==> config.mk <==
export PLATFORM = sky130hd
export DESIGN_NAME = mwc_front_flat
export DESIGN_NICKNAME = d
export VERILOG_FILES = /design/src/sv/mwc_pkg.sv /design/src/sv/mwc_req_if.sv /design/src/sv/mwc_front.sv /design/src/flat_wrapper.sv
export SDC_FILE = /design/constraint.sdc
export NUM_CORES = 1
export LEC_CHECK = 0
export BUFFER_PORTS_ARGS = -buffer_cell sky130_fd_sc_hd__clkbuf_2
export CAP_MARGIN = 25
export CORE_AREA = 2 2 75 77
export CTS_BUF_LIST = sky130_fd_sc_hd__clkbuf_8
export DETAILED_ROUTE_END_ITERATION = 7
export DIE_AREA = 0 0 77 79
export SETUP_SLACK_MARGIN = 0.02
export SLEW_MARGIN = 20
export SYNTH_ARGS = -nofsm -noshare
export SYNTH_HDL_FRONTEND = slang
export SYNTH_SLANG_ARGS = --single-unit
==> constraint.sdc <==
create_clock -name clock -period 6.1 [get_ports clock]
set_input_delay 0.915 -clock clock [delete_from_list [all_inputs] [get_ports clock]]
set_output_delay 0.915 -clock clock [all_outputs]
set_load 0.01 [all_outputs]
==> src/sv/mwc_pkg.sv <==
// mwc_pkg: shared constants, codes and types of the minimum window cover block
// no dependencies; imported by the interfaces, every module and the checker
package mwc_pkg;

   localparam int MAX_LEN  = 4096;
   localparam int ALPHABET = 128;

   localparam int PTR_W   = $clog2(MAX_LEN);
   localparam int CNT_W   = PTR_W + 1;
   localparam int CODE_W  = 7;
   localparam int ALPHA_W = $clog2(ALPHABET);
   localparam int NEED_W  = 14;
   localparam int MISS_W  = 13;
   localparam int OP_W    = 2;

   localparam int Q_DEPTH = 4;
   localparam int Q_PTR_W = $clog2(Q_DEPTH);
   localparam int Q_CNT_W = Q_PTR_W + 1;

   localparam logic [MISS_W-1:0] MISSING_MAX = MISS_W'((2 ** MISS_W) - 1);

   // request op codes
   localparam logic [OP_W-1:0] OP_CLEAR  = 2'd0;
   localparam logic [OP_W-1:0] OP_TARGET = 2'd1;
   localparam logic [OP_W-1:0] OP_SOURCE = 2'd2;

   typedef enum logic [1:0] {
      CMD_CLEAR,
      CMD_TARGET,
      CMD_SOURCE,
      CMD_NOP
   } cmd_kind_type;

   typedef struct packed {
      cmd_kind_type      kind;
      logic [CODE_W-1:0] code;
   } cmd_type;

   typedef struct packed {
      logic    valid;
      cmd_type cmd;
   } queue_head_type;

   typedef enum logic [2:0] {
      BK_IDLE,
      BK_TGT_UPD,
      BK_SRC_UPD,
      BK_SH_CMP,
      BK_SH_RD,
      BK_SH_UPD,
      BK_RESP
   } back_state_type;

endpackage

==> src/sv/mwc_req_if.sv <==
// mwc_req_if: request channel of the minimum window cover block
// depends on mwc_pkg for field widths
interface mwc_req_if import mwc_pkg::*; ();
   logic              valid;
   logic              ready;
   logic [OP_W-1:0]   op;
   logic [CODE_W-1:0] char_code;

   modport source (output valid, output op, output char_code, input ready);
   modport sink   (input valid, input op, input char_code, output ready);
endinterface

==> src/sv/mwc_front.sv <==
// mwc_front: accepts requests, decodes them into commands and queues them
// depends on mwc_pkg and mwc_req_if
module mwc_front import mwc_pkg::*; (
   input  logic           clock,
   input  logic           reset,
   mwc_req_if.sink        req,
   input  logic           pop,
   output queue_head_type head
);

   cmd_type              q_mem_ff [Q_DEPTH];
   logic [Q_PTR_W-1:0]   wr_ptr_ff, wr_ptr_in;
   logic [Q_PTR_W-1:0]   rd_ptr_ff, rd_ptr_in;
   logic [Q_CNT_W-1:0]   count_ff, count_in;
   logic                 push;
   logic                 pop_ok;
   logic                 code_ok;
   cmd_type              cmd;

   assign req.ready = (count_ff != Q_CNT_W'(Q_DEPTH));
   assign push      = req.valid && req.ready;
   assign pop_ok    = pop && (count_ff != '0);

   // codes outside the alphabet turn into no-ops
   assign code_ok = (32'(req.char_code) < ALPHABET);

   always_comb begin
      cmd.code = req.char_code;
      unique case (req.op)
         OP_CLEAR:  cmd.kind = CMD_CLEAR;
         OP_TARGET: cmd.kind = code_ok ? CMD_TARGET : CMD_NOP;
         OP_SOURCE: cmd.kind = code_ok ? CMD_SOURCE : CMD_NOP;
         default:   cmd.kind = CMD_NOP;
      endcase
   end

   always_comb begin
      wr_ptr_in = push   ? wr_ptr_ff + Q_PTR_W'(1) : wr_ptr_ff;
      rd_ptr_in = pop_ok ? rd_ptr_ff + Q_PTR_W'(1) : rd_ptr_ff;
      count_in  = count_ff;
      if (push && !pop_ok) begin
         count_in = count_ff + Q_CNT_W'(1);
      end else if (pop_ok && !push) begin
         count_in = count_ff - Q_CNT_W'(1);
      end
   end

   always_ff @(posedge clock) begin
      if (reset) begin
         wr_ptr_ff <= '0;
         rd_ptr_ff <= '0;
         count_ff  <= '0;
      end else begin
         wr_ptr_ff <= wr_ptr_in;
         rd_ptr_ff <= rd_ptr_in;
         count_ff  <= count_in;
      end
   end

   always_ff @(posedge clock) begin
      if (push) begin
         q_mem_ff[wr_ptr_ff] <= cmd;
      end
   end

   assign head.valid = (count_ff != '0);
   assign head.cmd   = q_mem_ff[rd_ptr_ff];

endmodule

==> src/flat_wrapper.sv <==
// flat-port wrapper written by rule: the top's interface ports become plain ports
module mwc_front_flat import mwc_pkg::*;
  (clock, reset, pop, head, req_valid, req_op, req_char_code, req_ready);
  mwc_req_if req_i ();
  input  logic clock;
  input  logic reset;
  input  logic pop;
  output queue_head_type head;
  input wire logic [$bits(req_i.valid)-1:0] req_valid;
  input wire logic [$bits(req_i.op)-1:0] req_op;
  input wire logic [$bits(req_i.char_code)-1:0] req_char_code;
  output wire logic [$bits(req_i.ready)-1:0] req_ready;
  assign req_i.valid = req_valid;
  assign req_i.op = req_op;
  assign req_i.char_code = req_char_code;
  assign req_ready = req_i.ready;
  mwc_front u_core (.clock(clock), .reset(reset), .req(req_i), .pop(pop), .head(head));
endmodule
# After elaboration in Yosys (flattened, before gate mapping)
# Memory sizes are Yosys's and may differ from the RTL's. A register that Yosys moved wholly into a read port is not among the register bits.
# Index checks and enable logic that the tools add are counted.
# word_totals
regBits	7
ram_bits	36
out_inout_bits	11
wordCells	27
memories	1
# memory_table
memory	depth	width	read_ports	rd_clocked_by_memory_dff	wr	line_no	rtl
u_core.q_mem_ff	4	9	1	1	1	mwc_front.sv:11	cmd_type q_mem_ff [Q_DEPTH];
# classes
addsub	4
eq_ne	3
muxes	7
n_reduce_logical	9
# op_table
operator	n
2-to-1 mux 3 bit	2
case mux 2 bit (3 select lines)	1
adder 2 x 1 -> 2 bit (second input constant)	2
logical AND 1 bit	4
2-to-1 mux 2 bit	2
adder 3 x 1 -> 3 bit (second input constant)	1
inequality test 3 bit (second input constant)	1
nonzero test 3 bit	1
subtractor 3 x 1 -> 3 bit (second input constant)	1
== test 2 x 1 -> 1 bit (second input constant)	1
== test 2 bit (second input constant)	1
logical NOT 1 bit	2
logical NOT 2 bit	1
2-to-1 mux 1 bit	2
nonzero test 2 bit	1

# Depth between registers and ports, before layout
# Gate-level depths: netlist (run 1).
# logic_depth
depth_word	6
mapped_depth	8
ltp_nobuf	8

# Worst setup path after synthesis (run 1)
# No wires, ideal clock.
# synth_timing
path_kind	input to register
startpoint	input req_valid
endpoint	register u_core.count_ff[2]
t_arrival_ps	2322
required_time_ps	6030
path_slack_ps	3707
cell_stages	7
n_path_buf	0
path_cell_list	a21boi_4 ha_1 inv_1 fa_1 xor2_1 or3_1 a21oi_1
# synth_via
elab_chain_len	4
# synth_lines
element	line_no	rtl
from (decl)	flat_wrapper.sv:9	input wire logic [$bits(req_i.valid)-1:0] req_valid;
logical AND 1 bit (*)	mwc_front.sv:21	assign push = req.valid && req.ready;
logical NOT 1 bit	mwc_front.sv:43	end else if (pop_ok && !push) begin
logical AND 1 bit	mwc_front.sv:43	
nonzero test 2 bit (no line)	--	
to (signal assigned)	mwc_front.sv:56	count_ff <= count_in;
to (decl)	mwc_front.sv:14	logic [Q_CNT_W-1:0] count_ff, count_in;
# Mark *: on every way between the ends. The rest lies on a longest branch, timed or not.
# A chain may end at the register's enable or synchronous reset.

==> impl_results.md, run 1 <==
- WS Path Type: reg2out
- Number of synthesized flops with an enable pin: 36
- Max rail drop VDD: 0.000167 V
- Routed via count: approximately 860
- Count of different cell masters after synthesis: 23
- Async SR Flop Fraction: 0%
- Cell taking the most area after synthesis: edfxtp_1
- Reg2reg path depth: 8
- Initial Utilization: 33.4%
- Gpl congestion: 0.675
- Global-route wire length before repair: approximately 4500 um
- CTS buffer count: 5
- CTS root buffer: clkbuf_8
- Switch share: roughly 28%
- Status: complete, no violations
- Antenna diode count: 0
- PostCTS Resize Cnt: 0
- Num rows: 27
- Die Area: around 6000 sq um
- Leak pwr: about 0.75 nW
- DR vias/cell: around 4.4
- DRC violations left: 0
- FF-to-FF setup slack: a little under 4 ns
- Vias in the first global route: approximately 900
- Power density cells: between 400 and 500 nW/um^2
- Max cap viols: 0
- Core area: roughly 5300 sq um
- Synth area leaders: edfxtp_1 61%, mux4_2 11%, dfxtp_1 10%
- Hold Startpoint: u_core.wr_ptr_ff[1]$_SDFFE_PP0P_
- Layout cell share with drive strength beyond 1: between 30% and 40%
- Leading cell types by count after synthesis: 36 x edfxtp_1, 9 x dfxtp_1, 9 x mux4_2, 7 x nor2_1, 5 x ha_1
- CTS Hold Bufs: 0
- Reg2reg end: u_core.count_ff[2]$_SDFFE_PP0P_
- Die Y: just under 80 um
- CP Max Fanout: 9
- Post-Syn Area: 1780 sq um
- H-tree Lvls: 2
- PortBufs: 23
- Worst hold endpoint: u_core.wr_ptr_ff[1]$_SDFFE_PP0P_
- Final Critical Period: 2.66 ns
- Hold Crit Depth: 2
- Hold Crit Class: reg2reg
- Average wire per standard cell: ~14 um
- Critical Path Slowest Stage Cell: dfxtp_1
- Initial DRT Pass Iterations: 4
- Final Setup Violations: 0
- Synth Net Count: 116
- Fill cells: around 530
- Fmax: between 300 and 400 MHz
- Area occupied by multi-input gates: around 500 sq um
- Final worst path period share: between 40% and 50%
- Total area of sequential cells: 1260 sq um
- CTS tree: built
- Clk sinks: 45
- Final wirelength: between 2000 and 3000 um
- CTS Buffer Depth: 2
- DRT iter0 DRCs: 47
- Type of origin of the critical path: flop
- Num ports: 24
- P&R area growth vs syn: 16.6%
- Clk network pwr share: between 20% and 30%
- Seq pwr share: between 50% and 60%
- Post-DP HPWL: ~1900 um
- Clk_skew: 0.0111 ns
- Top_reg_cell synth: edfxtp_1
- Logic pwr share: approximately a quarter
- Antenna viol nets, final: 0
- Fin. Hold Viols: 0
- Worst-margin pin slew: between 0.6 and 0.7 ns
- Worst-path clk slew: 0.08 ns
- Setup TNS: 0 ns
- Synthesized netlist cell count: 97
- Crit-path max cell delay: 0.73 ns
- Syn_area_per_cell: about 18 sq um
- Placed cell count: approximately 190
- All-Layer GR Usage: between 10% and 20%
- Worst r2r src: u_core.count_ff[0]$_SDFFE_PP0P_
- Count leader, synth: edfxtp_1
- Post-CTS Setup Bufs: 0
- RSZ-0062 raised after global routing: false
- CP cell instances: mux4_2 -> clkbuf_2
- Largest net degree at the start of global routing: 15
- Flops & latches, synth: 45
- Worst-skew pair later-pin latency: between 0.2 and 0.3 ns
- CP required: 5.18 ns
- Crit end category: output port
- Die width: a little under 80 um
- Final #Nets: 141
- Final instance count without filler cells: 195
- Seq/Total Area, Yosys: 70.8%
- GRT Residual Overflow: 0
- Synth top area share: a little over 60%
- Synth Warn #: 0
- CP Data Arrival Time: between 1.5 and 2 ns
- Psw: roughly 0.24 mW
- Antenna violations before repair: 0
- Fin. max-slew vios: 0
- Pint: a little over 0.6 mW
- Relative slew slack: between 50 and 60%
cell usage in the layout, fill, tap and decap left out, drive strengths merged:
cell and instances:
a21boi 1, a21oi 1, and2 4, bufinv 1
clkbuf 28, clkinv 1, dfxtp 9, edfxtp 36
fa 1, ha 5, inv 4, mux2 1
mux2i 2, mux4 9, nand2 1, nand2b 2
nor2 8, o21ai 1, o311ai 1, o31ai 1
or3 2, xor2 4
worst max-delay path by stage:
stage	end	slack [ns]	depth (start not counted)
2_1_floorplan	u_core.count_ff[2]$_SDFFE_PP0P_	3.71	7
3_3_place_gp	u_core.count_ff[2]$_SDFFE_PP0P_	3.58	8
3_5_place_dp	u_core.count_ff[2]$_SDFFE_PP0P_	3.47	8
4_1_cts	head[7]	3.37	2
5_1_grt	head[4]	3.28	2
6_report	head[4]	3.44	2
per-stage QoR:
step / utilization (%) / power (mW) / area (sq um) / setup WS [ns] / hold WS (ns)
after CTS: 38.9 / 0.851 / 2080 / 3.37 / 0.527
after global routing: 38.9 / 0.887 / 2080 / 3.28 / 0.564
after global placement: 36.8 / 0.625 / 1970 / 3.58 / 0.501
after floorplan: - / 0.565 / 1780 / 3.71 / 0.482
final: 38.9 / 0.839 / 2080 / 3.44 / 0.521
after detailed placement: 36.8 / 0.635 / 1970 / 3.47 / 0.514
power groups by stage:
stage          sequential [mW]  clock [mW]  combinational (mW)
6_report                 0.422       0.216               0.201
5_1_grt                  0.430       0.237               0.220
4_1_cts                  0.424       0.222               0.205
3_5_place_dp             0.431           0               0.204
3_3_place_gp             0.428           0               0.198
2_1_floorplan            0.403           0               0.162
kinds of logic after synthesis:
family                     share of synthesized area [%]
xor gates and xnor gates                            1.97
buffers and inverters                               1.76
AOI/OAI and AO/OA                                   2.81
and+or+nand+nor                                     4.92
DFF                                                 70.8
adders and majority gates                           4.63
muxes                                               13.1
routing by layer:
metal / part of all wire (%) / track usage, % / vias to the layer above
met4: 0.47 / 3.21 / 0
met3: 5.1 / 4.32 / 2
met2: 51 / 17.2 / 23
met5: 0 / 0 / -
li1: - / - / 413
met1: 43 / 11.6 / 426
critical path, delay by kind of cell, from the launching register on:
| kind | cells | cell delay, ns |
|---|---|---|
| flip-flops | 1 | 0.73 |
| buffers and inverters | 1 | 0.14 |
| multiplexers | 1 | 0.59 |
area by class of cell:
cell class | count | share of cell area, %
clock buffers | 5 | 3.31
flip-flops and latches | 45 | 60.7
clock inverters | 3 | 2.05
repair buffers | 23 | 5.54
inverters | 3 | 0.542
well taps | 72 | 4.33
multi-input cells | 44 | 23.5
registers in the layout, summed over array words and instances (netlist names), named ones only:
register	count
u_core.q_mem_ff	36
u_core.count_ff	3
u_core.rd_ptr_ff	2
u_core.wr_ptr_ff	2
(Power assumes the default switching activity.)
==> inputs of run 2 (changes only) <==
Settings changed: ABC_AREA set to 1, CORE_AREA 2 2 75 77 to 2 2 76 78, DIE_AREA 0 0 77 79 to 0 0 78 80.
Clock period 6.1 ns to 2.64 ns, I/O delays scaled along.
==> run 2 against run 1 <==
Final cell count up 32%. Combinational power grew to 2.8 times the previous value. Count of clock-buffer cells in the layout stayed put. Setup slack got worse by 2.9 ns.
==> impl_results.md, run 2 <==
- Top reg by flops: u_core.q_mem_ff
- Cell taking the most area after synthesis: edfxtp_1
- Die width: 78 um (+1.3%)
- Leak pwr: 0.828 nW (+11%)
- Final wirelength: 3140 um (+13%)
- Final Setup Violations: 0 (unchanged)
- Vias in the first global route: 1123 (+22%)
- Final Critical Period: 2.08 ns
- Worst-path clk slew: 0.08 ns (about the same)
- Status: complete, no violations
- Setup TNS: 0 ns (unchanged)
- Count of different cell masters after synthesis: 22 (-4.3%)
- Final worst path period share: 78.9%
- Most frequent cells in the layout: 36 x edfxtp_1, 31 x nor2_1, 23 x clkbuf_2
- Top_reg_cell synth: edfxtp_1
- Num ports: 24 (unchanged)
- Critical Path Slowest Stage Cell: dfxtp_1
- Count leader, synth: edfxtp_1
- Fin. max-slew vios: 0 (unchanged)
- Largest net degree at the start of global routing: 20 (+5)
- Antenna violations before repair: 0 (unchanged)
- Worst-margin pin slew: 0.642 ns (+0.0114 ns)
- Synthesized netlist cell count: 156 (+61%)
- Initial DRT Pass Iterations: 5 (+1)
- Number of synthesized flops with an enable pin: 36 (unchanged)
- Fmax: between 400 and 500 MHz
- Clk sinks: 45 (unchanged)
- CTS tree: built
- CP Max Fanout: 19 (+10)
- Fin. Hold Viols: 0 (unchanged)
- Layout cell share with drive strength beyond 1: 22.6% (-12 points)
- Worst hold endpoint: u_core.q_mem_ff[0][7]$_DFFE_PP_
- Global-route wire length before repair: 5190 um (+16%)
- Hold slack final: 0.319 ns (-0.202 ns)
- Antenna viol nets, final: 0 (unchanged)
- H-tree Lvls: 2 (unchanged)
- Die Y: 80 um (+1.3%)
- Seq/Total Area, Yosys: 67.7% (-3.1 points)
- Max cap viols: 0 (unchanged)
- Max rail drop VDD: 0.000426 V (+160%)
- Average wire per standard cell: 12.2 um (-15%)
- Async SR Flop Fraction: 0% (unchanged)
- CP required: 2.24 ns (-2.94 ns)
- CTS Hold Bufs: 0 (unchanged)
- Die Area: 6240 sq um (+2.6%)
- Most common library cell in the layout ignoring fill and taps: edfxtp_1
- PortBufs: 23 (unchanged)
- Fill cells: 533 (+0.19%)
- Placed cell count: 250 (+34%)
- Post-CTS Setup Bufs: 0 (unchanged)
- FF-to-FF setup slack: 0.80 ns (-3.05 ns)
- Worst r2r src: u_core.count_ff[0]$_SDFFE_PP0P_
- Final instance count without filler cells: 258 (+32%)
- Clk_skew: 0.0122 ns (+0.00117 ns)
- Final #Nets: 204 (+45%)
- CP Data Arrival Time: 1.69 ns (-0.06 ns)
- Crit-path max cell delay: 0.74 ns (about the same)
- Critical path's top delay family: flip-flops
- Gpl congestion: 0.716 (+6.1%)
- Post-DP HPWL: 2110 um (+11%)
- Largest regs: u_core.q_mem_ff (36), u_core.count_ff (3)
- Final core utilization: 39.7% (+0.81 points)
- Design Power: 1.91 mW (+130%)
- Core area: 5410 sq um (+1.3%)
- Type of origin of the critical path: flop
- WS Path Type: reg2out
- CP cell instances: inv_4 -> o21ai_0 -> o22ai_1 -> clkbuf_2
- Hold Crit Depth: 1 (-1)
- CTS root buffer: clkbuf_8
- Antenna diode count: 0 (unchanged)
- Synth top area share: 58.0% (-2.6 points)
- DR vias/cell: 4.50 (+1.6%)
- PostCTS Resize Cnt: 0 (unchanged)
- Reg2reg end: u_core.count_ff[2]$_SDFFE_PP0P_
- Post-Syn Area: 1860 sq um (+4.6%)
- Synth area leaders: edfxtp_1 58%, dfxtp_1 9.7%, nor2_1 6.2%
- P&R area growth vs syn: 15.3%
- Num rows: 27 (unchanged)
- Reg2reg path depth: 13 (+5)
- Routed via count: 1162 (+34%)
- Syn_area_per_cell: 11.9 sq um (-35%)
- Buf/Inv on CP: 2 (+1)
- DRT iter0 DRCs: 88 (+87%)
- Crit end category: output port
- Relative slew slack: 57.2% (-0.76 points)
- Flops & latches, synth: 45 (unchanged)
- Max reg flops: 36 (unchanged)
- Worst-skew pair later-pin latency: 0.29 ns (about the same)
- Leading cell types by count after synthesis: 36 x edfxtp_1, 31 x nor2_1, 17 x o21ai_0, 14 x inv_1, 10 x nand2_1
- DRC violations left: 0 (unchanged)
- RSZ-0062 raised after global routing: false
- Initial Utilization: 34.5% (+1.1 points)
- Hold Crit Class: in2reg
- CTS buffer count: 5 (unchanged)
- Power density cells: 890 nW/um^2 (+120%)
- CTS Buffer Depth: 2 (unchanged)
- Hold Startpoint: req_op[0]
- GRT Residual Overflow: 0 (unchanged)
- Synth Warn #: 0 (unchanged)
- All-Layer GR Usage: 11.0% (+0.92 points)
- Synth Net Count: 175 (+51%)
run 2: cell count changes after synthesis, moves of 9 or more:
cell     change
nor2_1      +24
inv_1       +11
o21ai_0     +16
o22ai_1      +9
mux4_2       -9
nand2_1      +9
run 2: final cells by class:
type / count / area (sq um) / share of cell area [%]
inverter: 16 / 62.6 / 2.91
clock inverter: 3 / 18.8 / 0.874
clock buffer: 5 / 68.8 / 3.20
sequential: 45 / 1260 / 58.7
tap: 72 / 90.1 / 4.19
multi-input combinational: 90 / 502 / 23.4
timing repair buffer: 27 / 145 / 6.76
run 2: logic make-up (layout without fill, tap and decap cells):
| logic type | count (synthesis) | in the layout | share of synthesized area, % |
|---|---|---|---|
| flip-flops | 45 | 45 | 67.7 |
| adder cells (fa/ha/maj) | 6 | 6 | 4.43 |
| AO/OA/AOI/OAI | 31 | 31 | 8.93 |
| XOR/XNOR | 1 | 1 | 0.470 |
| buffers and inverters | 21 | 51 | 5.37 |
| AND/OR/NAND/NOR | 52 | 52 | 13.1 |
run 2: per-stage QoR:
| stage | instance area (sq um) | setup WS [ns] |
|---|---|---|
| 3_5_place_dp | 2060 | 0.815 |
| 6_report | 2150 | 0.558 |
| 4_1_cts | 2150 | 0.535 |
| 5_1_grt | 2150 | 0.379 |
| 2_1_floorplan | 1860 | 0.959 |
| 3_3_place_gp | 2060 | 0.862 |
run 2: worst max-delay path by stage:
stage                                            endpoint  depth (start not counted)
final                                             head[4]                          4
after global routing                              head[6]                          4
after CTS                                         head[4]                          4
after detailed placement  u_core.count_ff[2]$_SDFFE_PP0P_                         13
after global placement    u_core.count_ff[2]$_SDFFE_PP0P_                         13
after floorplan           u_core.count_ff[2]$_SDFFE_PP0P_                         13
run 2: report_power, final:
| part | internal (mW) | switching [mW] | leakage (nW) |
|---|---|---|---|
| sequential | 0.868 | 0.0852 | 0.404 |
| combinational | 0.217 | 0.339 | 0.382 |
| clock | 0.182 | 0.219 | 0.0416 |
run 2: layer usage:
layer	vias up	track usage, %	wire length, um	share of wire, %
li1	588	-	-	-
met2	26	18.8	1540	49
met1	543	13.2	1410	45
met5	-	0	0	0
met4	0	4.74	48	1.5
met3	5	2.83	149	4.7
==> inputs of run 3 (changes only) <==
Clock period 2.64 ns to 2.1 ns, I/O delays scaled along.
==> run 3 against run 2 <==
Flip-flop and latch count stayed put. Largest power group unchanged. Setup slack worse by 0.25 ns. Combinational power is 28% higher. Register-to-register slack worse by 0.50 ns. Count of clock-buffer cells in the layout stayed put. Via count is 1.8% lower. Routed wire length is 1.3% lower. Final area is 1.5% higher.
==> impl_results.md, run 3 (synthesis gave the netlist of run 2 again) <==
- Status: complete, no violations
- Hold slack final: 0.240 ns (-0.0791 ns)
- P&R area growth vs syn: 17.0%
- Die Area: 6240 sq um (unchanged)
- Clk_skew: 0.00615 ns (-0.00608 ns)
- All-Layer GR Usage: 10.5% (-0.55 points)
- Critical path's top delay family: adder cells
- Die Y: 80 um (unchanged)
- Crit-path most repeated cell: nand2_1
- CP cell instances: nor2_4 -> nand2_4 -> nand2_4 -> inv_2 -> ha_1 -> inv_1 -> fa_1 -> inv_1 -> nand2_1 -> nand3_1 -> nand2_1 -> nand2_1 -> nor2_1
- Global-route wire length before repair: 4820 um (-7.0%)
- Antenna diode count: 0 (unchanged)
- Clk sinks: 45 (unchanged)
- Initial DRT Pass Iterations: 4 (-1)
- CTS Buffer Depth: 2 (unchanged)
- Hold Crit Class: in2reg
- Leak pwr: 0.844 nW (+1.9%)
- CTS root buffer: clkbuf_8
- CP required: 2.29 ns (+0.05 ns)
- Core area: 5410 sq um (unchanged)
- Die width: 78 um (unchanged)
- DRT iter0 DRCs: 59 (-33%)
- Design Power: 2.52 mW (+32%)
- Final #Nets: 205 (+0.49%)
- Setup TNS: 0 ns (unchanged)
- Fmax: between 500 and 600 MHz
- Worst-path clk slew: 0.08 ns (about the same)
- RSZ-0062 raised after global routing: false
- DRC violations left: 0 (unchanged)
- Worst-margin pin slew: 0.331 ns (-0.311 ns)
- Fill cells: 532 (-0.19%)
- Final Setup Violations: 0 (unchanged)
- PortBufs: 23 (unchanged)
- H-tree Lvls: 2 (unchanged)
- CP Max Fanout: 5 (-14)
- Final Critical Period: roughly 1.8 ns
- Relative slew slack: 77.9% (+21 points)
- CTS tree: built
- Top reg by flops: u_core.q_mem_ff
- DP Area: 2070 sq um (+0.36%)
- Max reg flops: 36 (unchanged)
- Antenna viol nets, final: 0 (unchanged)
- Reg2reg path depth: 13 (unchanged)
- DR vias/cell: 4.41 (-2.2%)
- Routed via count: 1141 (-1.8%)
- Most frequent cells in the layout: 36 x edfxtp_1, 31 x nor2_1, 23 x clkbuf_2
- GRT Residual Overflow: 0 (unchanged)
- CTS Hold Bufs: 0 (unchanged)
- Antenna violations before repair: 0 (unchanged)
- CP Data Arrival Time: 1.98 ns (+0.29 ns)
- Fin. max-slew vios: 0 (unchanged)
- Buf/Inv on CP: 3 (+1)
- Layout cell share with drive strength beyond 1: 23.5% (+0.95 points)
- Max rail drop VDD: 0.000754 V (+77%)
- Hold Crit Depth: 1 (unchanged)
- Type of origin of the critical path: flop
- Num rows: 27 (unchanged)
- Max cap viols: 0 (unchanged)
- Num ports: 24 (unchanged)
- Finished Cell Area: 2180 sq um (+1.5%)
- Power density cells: 1160 nW/um^2 (+30%)
- Most common library cell in the layout ignoring fill and taps: edfxtp_1
- Vias in the first global route: 1056 (-6.0%)
- Critical Path Slowest Stage Cell: dfxtp_1
- Largest net degree at the start of global routing: 19 (-5.0%)
- Final wirelength: 3100 um (-1.3%)
- CTS buffer count: 5 (unchanged)
- Fin. Hold Viols: 0 (unchanged)
- Worst-skew pair later-pin latency: 0.29 ns (about the same)
- WS Path Type: reg2reg
- Largest regs: u_core.q_mem_ff (36), u_core.count_ff (3)
- Initial Utilization: 34.5% (unchanged)
- Critical path depth: 13 (+9)
- Post-DP HPWL: 2020 um (-4.3%)
- Gpl congestion: 0.748 (+4.5%)
- Average wire per standard cell: 12.0 um (-1.7%)
- Crit end category: flop
- Crit-path max cell delay: 0.44 ns (-0.30 ns)
- Final worst path period share: a little under nine tenths
==> run 3: area by class of cell <==
type | instances | area (sq um) | share of cell area, %
well taps | 72 | 90.1 | 4.13
inverters | 16 | 62.6 | 2.87
multi-input cells | 90 | 502 | 23.0
clock inverters | 3 | 41.3 | 1.89
clock buffers | 5 | 68.8 | 3.16
repair buffers | 28 | 153 | 7.00
flip-flops and latches | 45 | 1260 | 57.9
==> run 3: worst reg2reg max path: cells and delay by family (launching register included) <==
kind / cells / cell delay [ns]
adders and majority gates: 2 / 0.54
and+or+nand+nor: 8 / 0.51
DFF: 1 / 0.44
buffers and inverters: 3 / 0.20
==> run 3: what timing repair did <==
item | in CTS | in global routing
setup endpoints to repair | 0 | 1
resized for setup | 0 | 1
buffers inserted | 0 | 0
==> run 3: worst paths after layout <==
path                                    start                               to  slack (ns)
min                          req_char_code[1]  u_core.q_mem_ff[3][1]$_DFFE_PP_        0.24
min reg2reg  u_core.rd_ptr_ff[0]$_SDFFE_PP0P_                             flop        0.50
max           u_core.count_ff[0]$_SDFFE_PP0P_  u_core.count_ff[2]$_SDFFE_PP0P_        0.30
max reg2reg   u_core.count_ff[0]$_SDFFE_PP0P_  u_core.count_ff[2]$_SDFFE_PP0P_        0.30
==> run 3: metrics by stage <==
step | cells | util (%) | setup slack [ns]
after floorplan | 156 | - | 0.419
after global placement | 251 | 38.3 | 0.366
after detailed placement | 251 | 38.3 | 0.320
after CTS | 259 | 40.3 | 0.122
after global routing | 259 | 40.3 | 0.109
final | 259 | 40.3 | 0.304
==> run 3: layer usage <==
metal | vias up | wire, um | track usage, %
li1 | 593 | - | -
met1 | 515 | 1460 | 12.4
met2 | 25 | 1410 | 17.2
met3 | 8 | 163 | 3.05
met4 | 0 | 60 | 5.61
met5 | - | 0 | 0
==> run 3: where the power goes <==
part	internal [mW]	switching (mW)
registers	1.09	0.0975
clock network	0.350	0.272
logic	0.278	0.434
total	1.72	0.803
